File: src/rtl/bitrev_pkg.sv
// shared types and constants for the fft bit-reversal reorder buffer
`default_nettype none
package bitrev_pkg;

	localparam int MAX_POINTS = 1024;
	localparam int SAMPLE_W   = 16;
	localparam int LP_W       = 4;
	localparam int LOG2_MAX   = $clog2(MAX_POINTS);
	localparam int POS_W      = LOG2_MAX;
	localparam int ADDR_W     = POS_W + 1;
	localparam int BANK_DEPTH = 2 * MAX_POINTS;
	localparam int WORD_W     = 2 * SAMPLE_W;
	localparam int CMD_DEPTH  = 4;
	localparam int OUT_DEPTH  = 2;
	localparam logic [LP_W-1:0] LOG2_RESET = LP_W'(3);

	typedef logic signed [SAMPLE_W-1:0] sample_t;

	typedef enum logic {
		OP_SAMPLE = 1'b0,
		OP_DRAIN  = 1'b1
	} op_t;

	// one memory operation pair for the back end
	typedef struct packed {
		logic              write_en;
		logic [ADDR_W-1:0] waddr;
		logic [WORD_W-1:0] wdata;
		logic              read_en;
		logic [ADDR_W-1:0] raddr;
		logic              last;
	} cmd_t;

	typedef struct packed {
		sample_t re;
		sample_t im;
		logic    last;
	} result_t;

endpackage
`default_nettype wire

File: src/rtl/bitrev_queue.sv
// command queue between front and back end
`default_nettype none
module bitrev_queue (
	input  wire logic             clk,
	input  wire logic             arst_n,
	input  wire logic             push,
	input  wire bitrev_pkg::cmd_t din,
	input  wire logic             pop,
	output bitrev_pkg::cmd_t      dout,
	output logic                  not_empty,
	output logic                  full
);

	import bitrev_pkg::*;

	localparam int PTR_W = $clog2(CMD_DEPTH);
	localparam int CNT_W = $clog2(CMD_DEPTH + 1);

	cmd_t             slot_q [CMD_DEPTH];
	logic [PTR_W-1:0] head_q;
	logic [PTR_W-1:0] tail_q;
	logic [CNT_W-1:0] count_q;

	assign dout      = slot_q[head_q];
	assign not_empty = (count_q != '0);
	assign full      = (count_q == CNT_W'(CMD_DEPTH));

	always_ff @(posedge clk) begin
		if (push) begin
			slot_q[tail_q] <= din;
		end
	end

	always_ff @(posedge clk or negedge arst_n) begin
		if (!arst_n) begin
			head_q  <= '0;
			tail_q  <= '0;
			count_q <= '0;
		end else begin
			if (push) begin
				tail_q <= (tail_q == PTR_W'(CMD_DEPTH - 1)) ? '0 : tail_q + 1'b1;
			end
			if (pop) begin
				head_q <= (head_q == PTR_W'(CMD_DEPTH - 1)) ? '0 : head_q + 1'b1;
			end
			unique case ({push, pop})
				2'b10:   count_q <= count_q + 1'b1;
				2'b01:   count_q <= count_q - 1'b1;
				default: count_q <= count_q;
			endcase
		end
	end

endmodule
`default_nettype wire

File: config.mk
export PLATFORM = sky130hd
export DESIGN_NAME = bitrev_queue
export DESIGN_NICKNAME = d
export VERILOG_FILES = /design/src/rtl/bitrev_pkg.sv /design/src/rtl/bitrev_queue.sv
export SDC_FILE = /design/constraint.sdc
export NUM_CORES = 1
export LEC_CHECK = 0
export BUFFER_PORTS_ARGS = -buffer_cell sky130_fd_sc_hd__buf_4
export CORE_ASPECT_RATIO = 1.4
export CORE_MARGIN = 1.5
export CORE_UTILIZATION = 35
export CTS_CLUSTER_DIAMETER = 100
export DETAILED_ROUTE_END_ITERATION = 6
export PLACE_DENSITY = 0.56
export SKIP_CTS_REPAIR_TIMING = 1
export SLEW_MARGIN = 20
export SYNTH_ARGS = -nofsm -noshare
export SYNTH_HDL_FRONTEND = slang
export SYNTH_SLANG_ARGS = --single-unit
File: constraint.sdc
create_clock -name clk -period 4.4 [get_ports clk]
set_input_delay 0.66 -clock clk [delete_from_list [all_inputs] [get_ports clk]]
set_output_delay 0.66 -clock clk [all_outputs]
set_load 0.02 [all_outputs]
==> flow_metrics.py <==
metrics = {
    "run_status": {
        "status": "completed",
    },
    "clocking": {
        "cts_tree": "yes",
        "path_clk_slew_ns": 0.06,
        "cts_sinks": 235,
        "numCtsBuffers": 23,
        "insertion_delay_ns": 0.49,
        "ctsLongestPathBuffers": 3,
        "htree_levels": 1,
        "root_buffer": "clkbuf_16",
    },
    "timing": {
        "fmax_ghz": 0.314,
        "worst_slew_pin_slew_ns": 0.916,
        "post-route-period-util": 0.723,
        "slew_headroom": 0.389,
        "finalSetupViolCount": 0,
        "tns_ns": 0,
        "skew_ns": 0.00806,
        "period_needed_ns": 3.18,
        "rsz0062_at_grt": "no",
        "hold_viol_final": 0,
        "fin_ws_ns": 1.22,
        "report.final.slew_viol_count": 0,
    },
    "placed_design": {
        "hpwl_mm": 9.26,
        "gp_congestion": 0.667,
        "port_buffers": 119,
        "place_ws_ns": 1.62,
    },
    "logic_synthesis": {
        "synth.distinct_cells": 20,
        "synth.yosys.seq_area_share": 0.811,
        "synth_nets": 405,
        "yosys_warnings": 0,
        "yosysTopAreaCellShare": 0.791,
        "syn_area_mm2": 0.00865,
        "yosys.area.top_type": "edfxtp_1",
        "synth-seq-cells": 235,
        "synthCells": 337,
        "synth_area_per_cell_um2": 25.7,
        "synthTopCellsByArea": "edfxtp_1, mux4_2, dfrtp_1",
    },
    "flow_run": {
        "drv_cap": 0,
    },
    "setup_path": {
        "end_kind": "output pin",
        "cp-startpoint": "head_q[0]",
        "cp.arrival_ns": 2.52,
        "cp_data_required_time_ns": 3.74,
        "r2r_slack_ns": 2.56,
        "worstSetupPathType": "reg2out",
        "r2r_cells": 3,
        "timing.rr.start": "tail_q[0]",
        "startpoint_type": "flop",
        "cp_max_fo": 31,
    },
    "die": {
        "die_area_mm2": 0.0257,
        "core_mm2": 0.0241,
        "die_w_um": 136,
        "ioPinCount": 120,
        "initial_core_util": 0.358,
        "die_h_um": 189,
        "row_count": 67,
    },
    "global_route": {
        "grt_pass1_wl_mm": 24.3,
        "antenna_found_initial": 0,
        "grt_max_degree": 58,
        "grt_pass1_vias": 4317,
        "grt_usage": 0.127,
        "grt_overflow_total": 0,
    },
    "final_layout": {
        "final_cell_mix": "edfxtp_1, buf_4, mux4_2",
        "diodes": 0,
        "final_nets": 540,
        "layout-drive-gt1-share": 0.449,
        "area_growth_pct": 22.8,
        "final_common_cell": "edfxtp_1",
    },
    "hold_path": {
        "worstHoldStart": "din[10]",
        "hold_class": "in2reg",
        "whs_path_depth": 1,
    },
    "pwr": {
        "p_sw_w": 0.00214,
        "peakVddDrop_uv": 441,
        "p_seq_frac": 0.431,
        "swShare": 0.298,
        "share_clk_of_total_power": 0.266,
        "p_per_area_mw_per_mm2": 678,
        "p_leak_nw": 3.63,
        "internal-power_w": 0.00506,
        "comb_power_share": 0.304,
    },
    "route": {
        "vias": 3865,
        "drc": 0,
        "routed_wirelength_mm": 15.8,
        "drtPass1Iterations": 4,
        "vias_per_cell": 4.86,
        "drt_iter0_markers": 175,
        "drt-wirelength-per-cell_um": 19.9,
        "antenna_left": 0,
    },
}
[routing by layer]
| layer | track usage | share of wire |
|---|---|---|
| met5 | 0 | 0 |
| met2 | 0.233 | 0.55 |
| met4 | 0.0401 | 0.020 |
| met3 | 0.0260 | 0.052 |
| met1 | 0.147 | 0.38 |
[critical path: stages, from the launching register on]
cell     delay [ns]
dfrtp_4        0.82
buf_4          0.44
mux4_2         0.58
buf_4          0.18
[cell families (layout without fill, tap and decap cells)]
| logic type | count (synthesis) | in the layout | share of synthesized area |
|---|---|---|---|
| buffers and inverters | 19 | 168 | 0.0150 |
| muxes | 59 | 59 | 0.151 |
| DFF | 235 | 235 | 0.811 |
| adders and majority gates | 7 | 7 | 0.0110 |
| and+or+nand+nor | 11 | 11 | 0.00680 |
| AOI/OAI and AO/OA | 3 | 3 | 0.00173 |
| xor gates and xnor gates | 3 | 3 | 0.00304 |
[metrics by stage]
step	util	power (W)	hold slack [ns]	cells	area [µm²]
CTS	0.440	0.00736	-0.0579	795	10600
detailed placement	0.409	0.00543	0.478	756	9880
global route	0.440	0.00757	0.336	796	10600
global placement	0.409	0.00538	0.463	756	9880
finish	0.440	0.00720	0.360	796	10600
floorplan	-	0.00456	0.364	337	8650
[flip-flops by register name, summed over array words and instances (netlist names)]
register / count
slot_q: 228
head_q: 2
count_q: 3
tail_q: 2
[final timing paths]
path | end
worst max-delay path | dout[28]
worst min-delay path | slot_q[3][10]
worst max register to register | slot_q[2][29]
worst min register to register | count_q[2]
max in group asynchronous | head_q[0]
min in group asynchronous | count_q[0]
[final cells by class]
class / instances / area (µm²)
inverter: 6 / 22.5
multi-input combinational: 83 / 1510
clock inverter: 14 / 153
clock buffer: 25 / 583
fill: 2101 / 13500
sequential: 235 / 7030
timing repair buffer: 123 / 938
tap: 310 / 388
[synth_stat cells (all sizes together)]
master and number:
and3 1, edfxtp 228, and2 4, o21ai 3
or3 2, mux4 57, nand2 2, inv 6
dfrtp 7, xnor2 1, fa 1, xor2 2
mux2 2, buf 13, nor2 2, ha 6
[power groups by stage]
stage	Combinational (W)	Sequential [W]	Clock, W
final	0.00219	0.00310	0.00191
after global routing	0.00235	0.00316	0.00206
after CTS	0.00226	0.00313	0.00197
after detailed placement	0.00225	0.00318	0
after global placement	0.00223	0.00314	0
after floorplan	0.00156	0.00299	0
No activity file was read; power rests on OpenSTA's default activity.
