File: config.mk
export PLATFORM = sky130hd
export DESIGN_NAME = bitrev_front
export DESIGN_NICKNAME = d
export VERILOG_FILES = /design/src/rtl/bitrev_pkg.sv /design/src/rtl/bitrev_front.sv
export SDC_FILE = /design/constraint.sdc
export NUM_CORES = 1
export LEC_CHECK = 0
export ABC_AREA = 1
export BUFFER_PORTS_ARGS = -buffer_cell sky130_fd_sc_hd__buf_2
export CORE_ASPECT_RATIO = 0.6
export CORE_MARGIN = 10
export CORE_UTILIZATION = 42
export CTS_BUF_LIST = sky130_fd_sc_hd__clkbuf_16
export CTS_CLUSTER_DIAMETER = 50
export CTS_CLUSTER_SIZE = 16
export DETAILED_ROUTE_END_ITERATION = 8
export PLACE_DENSITY = 0.78
export SLEW_MARGIN = 20
export SYNTH_ARGS = -nofsm -noshare
export SYNTH_HDL_FRONTEND = slang
export SYNTH_SLANG_ARGS = --single-unit
File: constraint.sdc
create_clock -name clk -period 2.35 [get_ports clk]
set_clock_uncertainty 0.15 [all_clocks]
set_input_delay 0.1175 -clock clk [delete_from_list [all_inputs] [get_ports clk]]
set_output_delay 0.1175 -clock clk [all_outputs]
set_load 0.005 [all_outputs]
File: src/rtl/bitrev_pkg.sv
// shared types and constants for the fft bit-reversal reorder buffer
`default_nettype none
package bitrev_pkg;

	localparam int MAX_POINTS = 1024;
	localparam int SAMPLE_W   = 16;
	localparam int LP_W       = 4;
	localparam int LOG2_MAX   = $clog2(MAX_POINTS);
	localparam int POS_W      = LOG2_MAX;
	localparam int ADDR_W     = POS_W + 1;
	localparam int BANK_DEPTH = 2 * MAX_POINTS;
	localparam int WORD_W     = 2 * SAMPLE_W;
	localparam int CMD_DEPTH  = 4;
	localparam int OUT_DEPTH  = 2;
	localparam logic [LP_W-1:0] LOG2_RESET = LP_W'(3);

	typedef logic signed [SAMPLE_W-1:0] sample_t;

	typedef enum logic {
		OP_SAMPLE = 1'b0,
		OP_DRAIN  = 1'b1
	} op_t;

	// one memory operation pair for the back end
	typedef struct packed {
		logic              write_en;
		logic [ADDR_W-1:0] waddr;
		logic [WORD_W-1:0] wdata;
		logic              read_en;
		logic [ADDR_W-1:0] raddr;
		logic              last;
	} cmd_t;

	typedef struct packed {
		sample_t re;
		sample_t im;
		logic    last;
	} result_t;

endpackage
`default_nettype wire

File: src/rtl/bitrev_front.sv
// front end: frame position, bank select and address generation per input transaction
`default_nettype none
module bitrev_front (
	input  wire logic                         clk,
	input  wire logic                         arst_n,
	input  wire logic                         cfg_wr,
	input  wire logic [bitrev_pkg::LP_W-1:0]  cfg_log2,
	input  wire logic                         accept,
	input  wire logic                         op,
	input  wire bitrev_pkg::sample_t          sample_real,
	input  wire bitrev_pkg::sample_t          sample_imag,
	output bitrev_pkg::cmd_t                  cmd
);

	import bitrev_pkg::*;

	localparam logic [POS_W-1:0] POS_ONES = '1;

	logic [LP_W-1:0]  log2_q;
	logic [POS_W-1:0] pos_q;
	logic             bank_q;
	logic             held_q;
	logic             broken_q;

	logic [LP_W-1:0]  lp_eff;
	logic [POS_W-1:0] pos_mask;
	logic [POS_W-1:0] rev_full;
	logic [POS_W-1:0] rev_pos;
	logic             is_last;
	logic             is_drain;

	always_comb begin
		if (log2_q == '0) begin
			lp_eff = LP_W'(1);
		end else if (log2_q > LP_W'(LOG2_MAX)) begin
			lp_eff = LP_W'(LOG2_MAX);
		end else begin
			lp_eff = log2_q;
		end
	end

	always_comb begin
		for (int i = 0; i < POS_W; i++) begin
			rev_full[i] = pos_q[POS_W-1-i];
		end
	end

	// reversal over lp bits: full reversal then drop the unused low bits
	assign rev_pos  = rev_full >> (LP_W'(POS_W) - lp_eff);
	assign pos_mask = ~(POS_ONES << lp_eff);
	assign is_last  = (pos_q == pos_mask);
	assign is_drain = (op == OP_DRAIN);

	always_comb begin
		cmd.write_en = !is_drain;
		cmd.waddr    = {bank_q, pos_q};
		cmd.wdata    = {sample_real, sample_imag};
		cmd.read_en  = held_q;
		cmd.raddr    = {~bank_q, rev_pos};
		cmd.last     = is_last;
	end

	always_ff @(posedge clk or negedge arst_n) begin
		if (!arst_n) begin
			log2_q   <= LOG2_RESET;
			pos_q    <= '0;
			bank_q   <= 1'b0;
			held_q   <= 1'b0;
			broken_q <= 1'b0;
		end else if (cfg_wr) begin
			// restart: bank contents and bank select stay
			log2_q   <= cfg_log2;
			pos_q    <= '0;
			held_q   <= 1'b0;
			broken_q <= 1'b0;
		end else if (accept) begin
			if (is_last) begin
				pos_q    <= '0;
				broken_q <= 1'b0;
				if (broken_q || is_drain) begin
					held_q <= 1'b0;
				end else begin
					bank_q <= ~bank_q;
					held_q <= 1'b1;
				end
			end else begin
				pos_q <= pos_q + 1'b1;
				if (is_drain) begin
					broken_q <= 1'b1;
				end
			end
		end
	end

endmodule
`default_nettype wire

==> results of run 1 <==
synth_stat cells, drive strengths merged:
| library cell | count | share of area (%) |
|---|---|---|
| a21oi | 5 | 1.3 |
| a31oi | 1 | 0.33 |
| and2 | 1 | 0.33 |
| buf | 41 | 16 |
| clkbuf | 3 | 0.67 |
| dfrtp | 15 | 20 |
| dfstp | 2 | 2.8 |
| ha | 5 | 3.3 |
| inv | 32 | 6.4 |
| nand2 | 81 | 18 |
| nand3 | 31 | 9.2 |
| nand4 | 3 | 1.0 |
| nor2 | 31 | 8.1 |
| nor3 | 6 | 1.6 |
| nor4 | 1 | 0.33 |
| o211ai | 11 | 4.4 |
| o21ai | 14 | 3.7 |
| or2 | 1 | 0.33 |
| xor2 | 5 | 2.3 |
cells by family after synthesis:
| logic type | count (synthesis) | synth area share [%] |
|---|---|---|
| XOR/XNOR | 5 | 2.33 |
| buffers and inverters | 76 | 23.4 |
| AND/OR/NAND/NOR | 155 | 38.3 |
| AO/OA/AOI/OAI | 31 | 9.79 |
| flip-flops | 17 | 22.8 |
| adder cells (fa/ha/maj) | 5 | 3.33 |
flip-flops by register name (all words and copies together), names as in the netlist:
| name | count |
|---|---|
| pos_q | 10 |
| log2_q | 4 |
| broken_q | 1 |
| bank_q | 1 |
| held_q | 1 |
per-stage QoR:
| step | hold slack, ps | setup slack (ps) | util (%) |
|---|---|---|---|
| finish | 36.3 | -118 | 55.5 |
| global route | 60.6 | -224 | 55.5 |
| global placement | -96.6 | 30.2 | 44.9 |
| floorplan | -328 | 92.5 | - |
| CTS | 40.0 | -41.9 | 52.5 |
| detailed placement | -88.7 | -29.0 | 44.9 |
how the worst max path moves through the flow:
stage / slack (ps) / cells past startpoint / start / end
2_1_floorplan: 90 / 15 / log2_q[1]$_DFFE_PN1P_ / broken_q$_DFFE_PN0P_
3_3_place_gp: 30 / 15 / log2_q[1]$_DFFE_PN1P_ / broken_q$_DFFE_PN0P_
3_5_place_dp: -30 / 16 / log2_q[1]$_DFFE_PN1P_ / held_q$_DFFE_PN0P_
4_1_cts: -40 / 15 / log2_q[1]$_DFFE_PN1P_ / cmd[0]
5_1_grt: -220 / 11 / log2_q[1]$_DFFE_PN1P_ / cmd[3]
6_report: -120 / 12 / log2_q[1]$_DFFE_PN1P_ / cmd[9]
repair_timing:
item,4_1_cts,5_1_grt
buffers inserted,13,4
pin swaps,15,9
resized for setup,29,24
cloned,0,1
endpoints found under the hold margin,21,0
setup endpoints to repair,21,24
hold buffers,5,0
worst max-delay path, delay by kind of cell (launching register included):
kind,cells,cell delay (ps)
simple gates,6,670
fa+ha+maj,2,360
flops,1,600
buf+inv,4,330
report_power, final:
group / internal, W / switching (W) / total (W)
registers: 0.000319 / 0.0000378 / 0.000357
logic: 0.000320 / 0.000421 / 0.000741
clock network: 0.000226 / 0.000108 / 0.000334
per-layer routing:
metal  wire length (µm)  GRT usage (%)  up-vias  share of wire [%]
li1                   -              -      943                  -
met1               2470           18.3      913                 44
met2               2550           20.6       83                 46
met3                549           4.73        2                9.8
met4                  8           2.54        0               0.14
met5                  0              0        -                  0
final cells by class:
type                       count  area share (%)
inverter                      32            5.62
timing repair buffer          67            19.2
sequential                    17            18.3
clock inverter                 1           0.161
clock buffer                   3            3.21
multi-input combinational    197            50.3
tap                           60            3.21
==> results by group, run 1 <==
Logic synthesis
  • Register area share after synthesis: 22.8%
  • Cells after Synth: about 290
  • Synth Cell Area: 1880 µm²
  • Count of cell types in the netlist: 30
  • Syn_nets: 335
  • Yosys Warn Count: 0
  • Flops & latches, synth: 17
  • Synthesized area per cell: 6.50 µm²

Placement
  • Placed cell areas: 1890 µm²
  • # port buffers: 33
  • HPWL after detailed placement: 3.94 mm
  • Gp weighted congestion: about 0.95
  • Placed insts: between 300 and 400

Critical path
  • R2R depth: 15
  • Slowest Stage Delay on Critical Path: 600 ps
  • Critical Path RT: approximately 2100 ps
  • Critical path's slowest cell: dfstp_2
  • CP Class: reg2out
  • R2R Path End: pos_q[5]$_DFFE_PN0P_
  • Worst r2r src: log2_q[1]$_DFFE_PN1P_
  • Crit-path max FO: 4
  • Setup crit end kind: output pin
  • Crit-path cells: nor2_4, nand2_2, nand2_2, nand2_4, inv_4, ha_4, inv_4, ha_4, nor2_4, inv_2, nor3_1, buf_2
  • Startpoint types: flop
  • Worst EP arrival: roughly 2200 ps
  • Worst R2R Setup Slack: -40 ps

Power
  • Pwr/cell area: 613 nW/µm²
  • Leak: between 1 and 1.5 nW
  • Overall power: 0.00143 W
  • Max VDD drop: between 0.0002 and 0.0003 V

Final layout
  • Non-filler cells, final: 377
  • Most common cell after layout, fill and taps aside: nand2_1
  • Syn-to-layout area delta: 24.4%
  • Area of the multi-input gates: 1180 µm²
  • Filler cells: 395
  • Most frequent cells in the layout: 66 x nand2_1, 33 x buf_2, 25 x buf_4
  • Diodes inserted: 0
  • Final nets: 364
  • Layout cells sized above 1: around 38%
  • Final instance area: around 2300 µm²
  • Register Area: 428 µm²

STA
  • Crit share post-route: 105%
  • Measured slew at the worst slew-check pin: 500 ps
  • FMAX: around 0.4 GHz
  • Slew Viols, Final: 0
  • Slew HR: between 60% and 70%
  • Fin Setup TNS: -1160 ps
  • Unrepaired setup endpoints after global routing: yes
  • Final number of setup-violating endpoints: 21
  • Final hold vios: 0
  • Worst setup slack after layout: -118 ps
  • Final worst path period need: 2470 ps

Min path
  • Min-delay src: op
  • Hold path cells: 4
  • Worst min path class: in2reg
  • Worst hold endpoint: held_q$_DFFE_PN0P_

CTS
  • Clk_lat worst skew: roughly 250 ps
  • Clk slew on worst S/H paths: 50 ps
  • Num CTS Buffers: 3
  • CTS tree: built
  • Sink Count: 17
  • Root Driver: clkbuf_16
  • Clock Tree Buf Depth: 2
  • H-tree depth: 1

Detailed routing
  • Via density: between 5 and 6
  • DRC Markers: 0
  • Total Wirelength: 5.58 mm
  • Antenna-violating nets left: 0
  • Router iterations before antenna repair: 4
  • Total number of vias: 1,941
  • Starting DRT DRC Count: 150
  • Routed len/inst: 14.8 µm

GRT
  • Initial antenna violation count: 0
  • Vias in the first global route: between 1,500 and 2,000
  • Largest net degree at the start of global routing: 23
  • GRT Total Usage: between 10% and 20%
  • Grt ovf: 0
  • Global-route wire length before repair: 8.72 mm

Die
  • Placeable core area: roughly 4200 µm²
  • Row count: 18
  • Boundary pin count: 98
  • Chip width: around 110 µm
  • Die span in y: 71.8 µm
  • Initial Util: around 45%
  • Die Area: around 7600 µm²

Run status
  • Violated checks: setup timing
  • Status: finished, violations left

Run
  • Maxcap violations: 0
(Power assumes the default switching activity.)
==> inputs of run 2 (changes only) <==
--- a/config.mk
+++ b/config.mk
@@ -9,12 +9,11 @@
 export BUFFER_PORTS_ARGS = -buffer_cell sky130_fd_sc_hd__buf_2
 export CORE_ASPECT_RATIO = 0.6
 export CORE_MARGIN = 10
-export CORE_UTILIZATION = 42
-export CTS_BUF_LIST = sky130_fd_sc_hd__clkbuf_16
+export CORE_UTILIZATION = 50
 export CTS_CLUSTER_DIAMETER = 50
 export CTS_CLUSTER_SIZE = 16
 export DETAILED_ROUTE_END_ITERATION = 8
-export PLACE_DENSITY = 0.78
+export PLACE_DENSITY_LB_ADDON = 0.05
 export SLEW_MARGIN = 20
 export SYNTH_ARGS = -nofsm -noshare
 export SYNTH_HDL_FRONTEND = slang
==> constraint.sdc (replaced) <==
create_clock -name clk -period 2.9 [get_ports clk]
set_clock_uncertainty 0.15 [all_clocks]
set_input_delay 0.145 -clock clk [delete_from_list [all_inputs] [get_ports clk]]
set_output_delay 0.145 -clock clk [all_outputs]
set_load 0.005 [all_outputs]
==> results by group, run 2 (synthesis results as in run 1) <==
GRT
  • GRT Total Usage: 14.2% (was 13.6%)
  • Largest net degree at the start of global routing: 24 (was 23)
  • Grt ovf: 0 (unchanged)
  • Global-route wire length before repair: 7.85 mm (was 8.72 mm)
  • Initial antenna violation count: 0 (unchanged)
  • Vias in the first global route: 1,507 (was 1,775)

Placement
  • Worst slack at placement: 362 ps (was -29.0 ps)
  • Gp weighted congestion: 0.880 (was 0.952)
  • Placed cell areas: 1810 µm² (was 1890 µm²)
  • HPWL after detailed placement: 3.97 mm (was 3.94 mm)
  • # port buffers: 33 (unchanged)

Power
  • Pwr/cell area: 465 nW/µm² (was 613 nW/µm²)
  • Leak: 0.969 nW (was 1.13 nW)
  • Max VDD drop: 0.000403 V (was 0.000286 V)

CTS
  • H-tree depth: 1 (unchanged)
  • Num CTS Buffers: 3 (unchanged)
  • Clk_lat worst skew: 250 ps (about the same)
  • Clock Tree Buf Depth: 2 (unchanged)
  • Root Driver: clkbuf_8 (was clkbuf_16)
  • Clk slew on worst S/H paths: 60 ps (was 50 ps)
  • Sink Count: 17 (unchanged)
  • CTS tree: built (unchanged)

Detailed routing
  • Starting DRT DRC Count: 192 (was 150)
  • Total Wirelength: 4.91 mm (was 5.58 mm)
  • Routed len/inst: 14.5 µm (was 14.8 µm)
  • Total number of vias: 1,783 (was 1,941)
  • Antenna-violating nets left: 0 (unchanged)
  • DRC Markers: 0 (unchanged)
  • Router iterations before antenna repair: 4 (unchanged)
  • Via density: 5.28 (was 5.15)

STA
  • Measured slew at the worst slew-check pin: 476 ps (was 500 ps)
  • Final hold vios: 0 (unchanged)
  • FMAX: roughly 0.37 GHz
  • Unrepaired setup endpoints after global routing: no (was yes)
  • Final worst path period need: 2670 ps
  • Final number of setup-violating endpoints: 0 (was 21)
  • Crit share post-route: ~90%
  • Slew HR: 67.9% (was 66.4%)
  • Fin Setup TNS: 0 ps (was -1160 ps)
  • Slew Viols, Final: 0 (unchanged)
  • Worst setup slack after layout: 231 ps (was -118 ps)

Die
  • Row count: 17 (was 18)
  • Initial Util: 51.7% (was 44.6%)
  • Placeable core area: 3640 µm² (was 4210 µm²)
  • Chip width: 99.1 µm (was 106 µm)
  • Die Area: 6690 µm² (was 7640 µm²)
  • Die span in y: 67.5 µm (was 71.8 µm)
  • Boundary pin count: 98 (unchanged)

Critical path
  • Slowest Stage Delay on Critical Path: 470 ps (was 600 ps)
  • Setup crit end kind: output pin (unchanged)
  • Critical Path RT: 2610 ps (was 2080 ps)
  • Worst Path Buf+Inv: 4 (unchanged)
  • Startpoint types: flop (unchanged)
  • CP Class: reg2out (unchanged)
  • Family with the most delay on the worst path: simple AND/OR/NAND/NOR gates (unchanged)
  • Critical path's slowest cell: dfrtp_2 (was dfstp_2)
  • Crit-path cells: nor2_2, nand2_1, nand2_1, nand2_4, inv_2, ha_1, inv_1, ha_1, nor2_4, inv_1, nor4_1, buf_2 (was nor2_4, nand2_2, nand2_2, nand2_4, inv_4, ha_4, inv_4, ha_4, nor2_4, inv_2, nor3_1, buf_2)
  • Worst setup path startpoint: log2_q[2]$_DFFE_PN0P_ (was log2_q[1]$_DFFE_PN1P_)
  • Worst r2r src: log2_q[1]$_DFFE_PN1P_ (unchanged)
  • Worst EP arrival: 2370 ps (was 2200 ps)
  • Crit-path max FO: 8 (was 4)

Min path
  • Min-delay src: cfg_wr (was op)
  • Worst min path class: in2reg (unchanged)

Final layout
  • Syn-to-layout area delta: 2.20% (was 24.4%)
  • Top flop regs: pos_q x10, log2_q x4 (unchanged)
  • Most common cell after layout, fill and taps aside: nand2_1 (unchanged)
  • Max reg flops: 10 (unchanged)
  • Reg with most FFs: pos_q (unchanged)
  • Most frequent cells in the layout: 75 x nand2_1, 33 x buf_2, 29 x inv_1, 29 x nand3_1, 21 x nor2_1 (was 66 x nand2_1, 33 x buf_2, 25 x buf_4)
  • Filler cells: 376 (was 395)
  • Final nets: 338 (was 364)
  • Diodes inserted: 0 (unchanged)
  • Final instance area: 1920 µm² (was 2340 µm²)
  • Layout cells sized above 1: 22.7% (was 38.5%)

Run status
  • Status: complete, no violations (was finished, violations left)

Run
  • Maxcap violations: 0 (unchanged)
[run 2: cell count changes in the layout (fill, tap and decap cells not counted), moves of 5 or more]
cell	before	now
buf_4	25	4
inv_1	24	29
nand2_1	66	75
nand2_2	11	4
nand3_1	24	29
nand3_2	6	1
[run 2: per-layer routing]
metal,routed length [µm],share of wire (%),vias to the layer above,GRT usage (%)
met5,0,0,-,0
li1,-,-,896,-
met4,37,0.75,0,1.96
met3,502,10,10,4.28
met1,2430,49,799,21.4
met2,1940,40,78,19.3
[run 2: path summary, 6_finish.rpt]
check	slack (ps)	cells after the start	endpoint
worst max register to register	410	16	held_q$_DFFE_PN0P_
max in group asynchronous	2080	2	log2_q[1]$_DFFE_PN1P_
worst min-delay path	50	3	log2_q[0]$_DFFE_PN1P_
min in group asynchronous	200	2	pos_q[6]$_DFFE_PN0P_
worst min register to register	370	2	held_q$_DFFE_PN0P_
worst max-delay path	230	12	cmd[10]
[run 2: cell type report]
type / instances / area (µm²) / area share [%]
multi-input combinational: 196 / 1020 / 53.2
sequential: 17 / 429 / 22.3
timing repair buffer: 42 / 245 / 12.8
inverter: 32 / 120 / 6.25
tap: 47 / 58.8 / 3.06
clock buffer: 3 / 41.3 / 2.15
clock inverter: 1 / 5.00 / 0.261
[run 2: worst register-to-register path, delay by kind of cell, from the launching register on]
kind,cells,cell delay (ps)
adder cells (fa/ha/maj),2,440
buffers and inverters,2,140
AND/OR/NAND/NOR,11,1010
flip-flops,1,550
AO/OA/AOI/OAI,1,150
[run 2: where the power goes]
part / switching (W) / leakage (nW) / internal, W
combinational: 0.000272 / 0.722 / 0.000158
sequential: 0.0000297 / 0.222 / 0.000258
clock: 0.0000788 / 0.0255 / 0.0000952
[run 2: per-stage QoR]
| step | instances | hold WS, ps | util, % | power [W] |
|---|---|---|---|---|
| finish | 338 | 52.9 | 52.8 | 0.000892 |
| global route | 338 | 75.6 | 52.8 | 0.000967 |
| CTS | 338 | 50.7 | 52.5 | 0.000892 |
| detailed placement | 329 | -58.4 | 49.8 | 0.000708 |
| global placement | 329 | -61.7 | 49.8 | 0.000716 |
| floorplan | 289 | -301 | - | 0.000611 |
[run 2: repair_timing]
action,CTS,global route
endpoints found under the setup margin,0,8
hold buffers,5,0
setup buffers,0,0
endpoints found under the hold margin,21,0
resized for setup,0,4
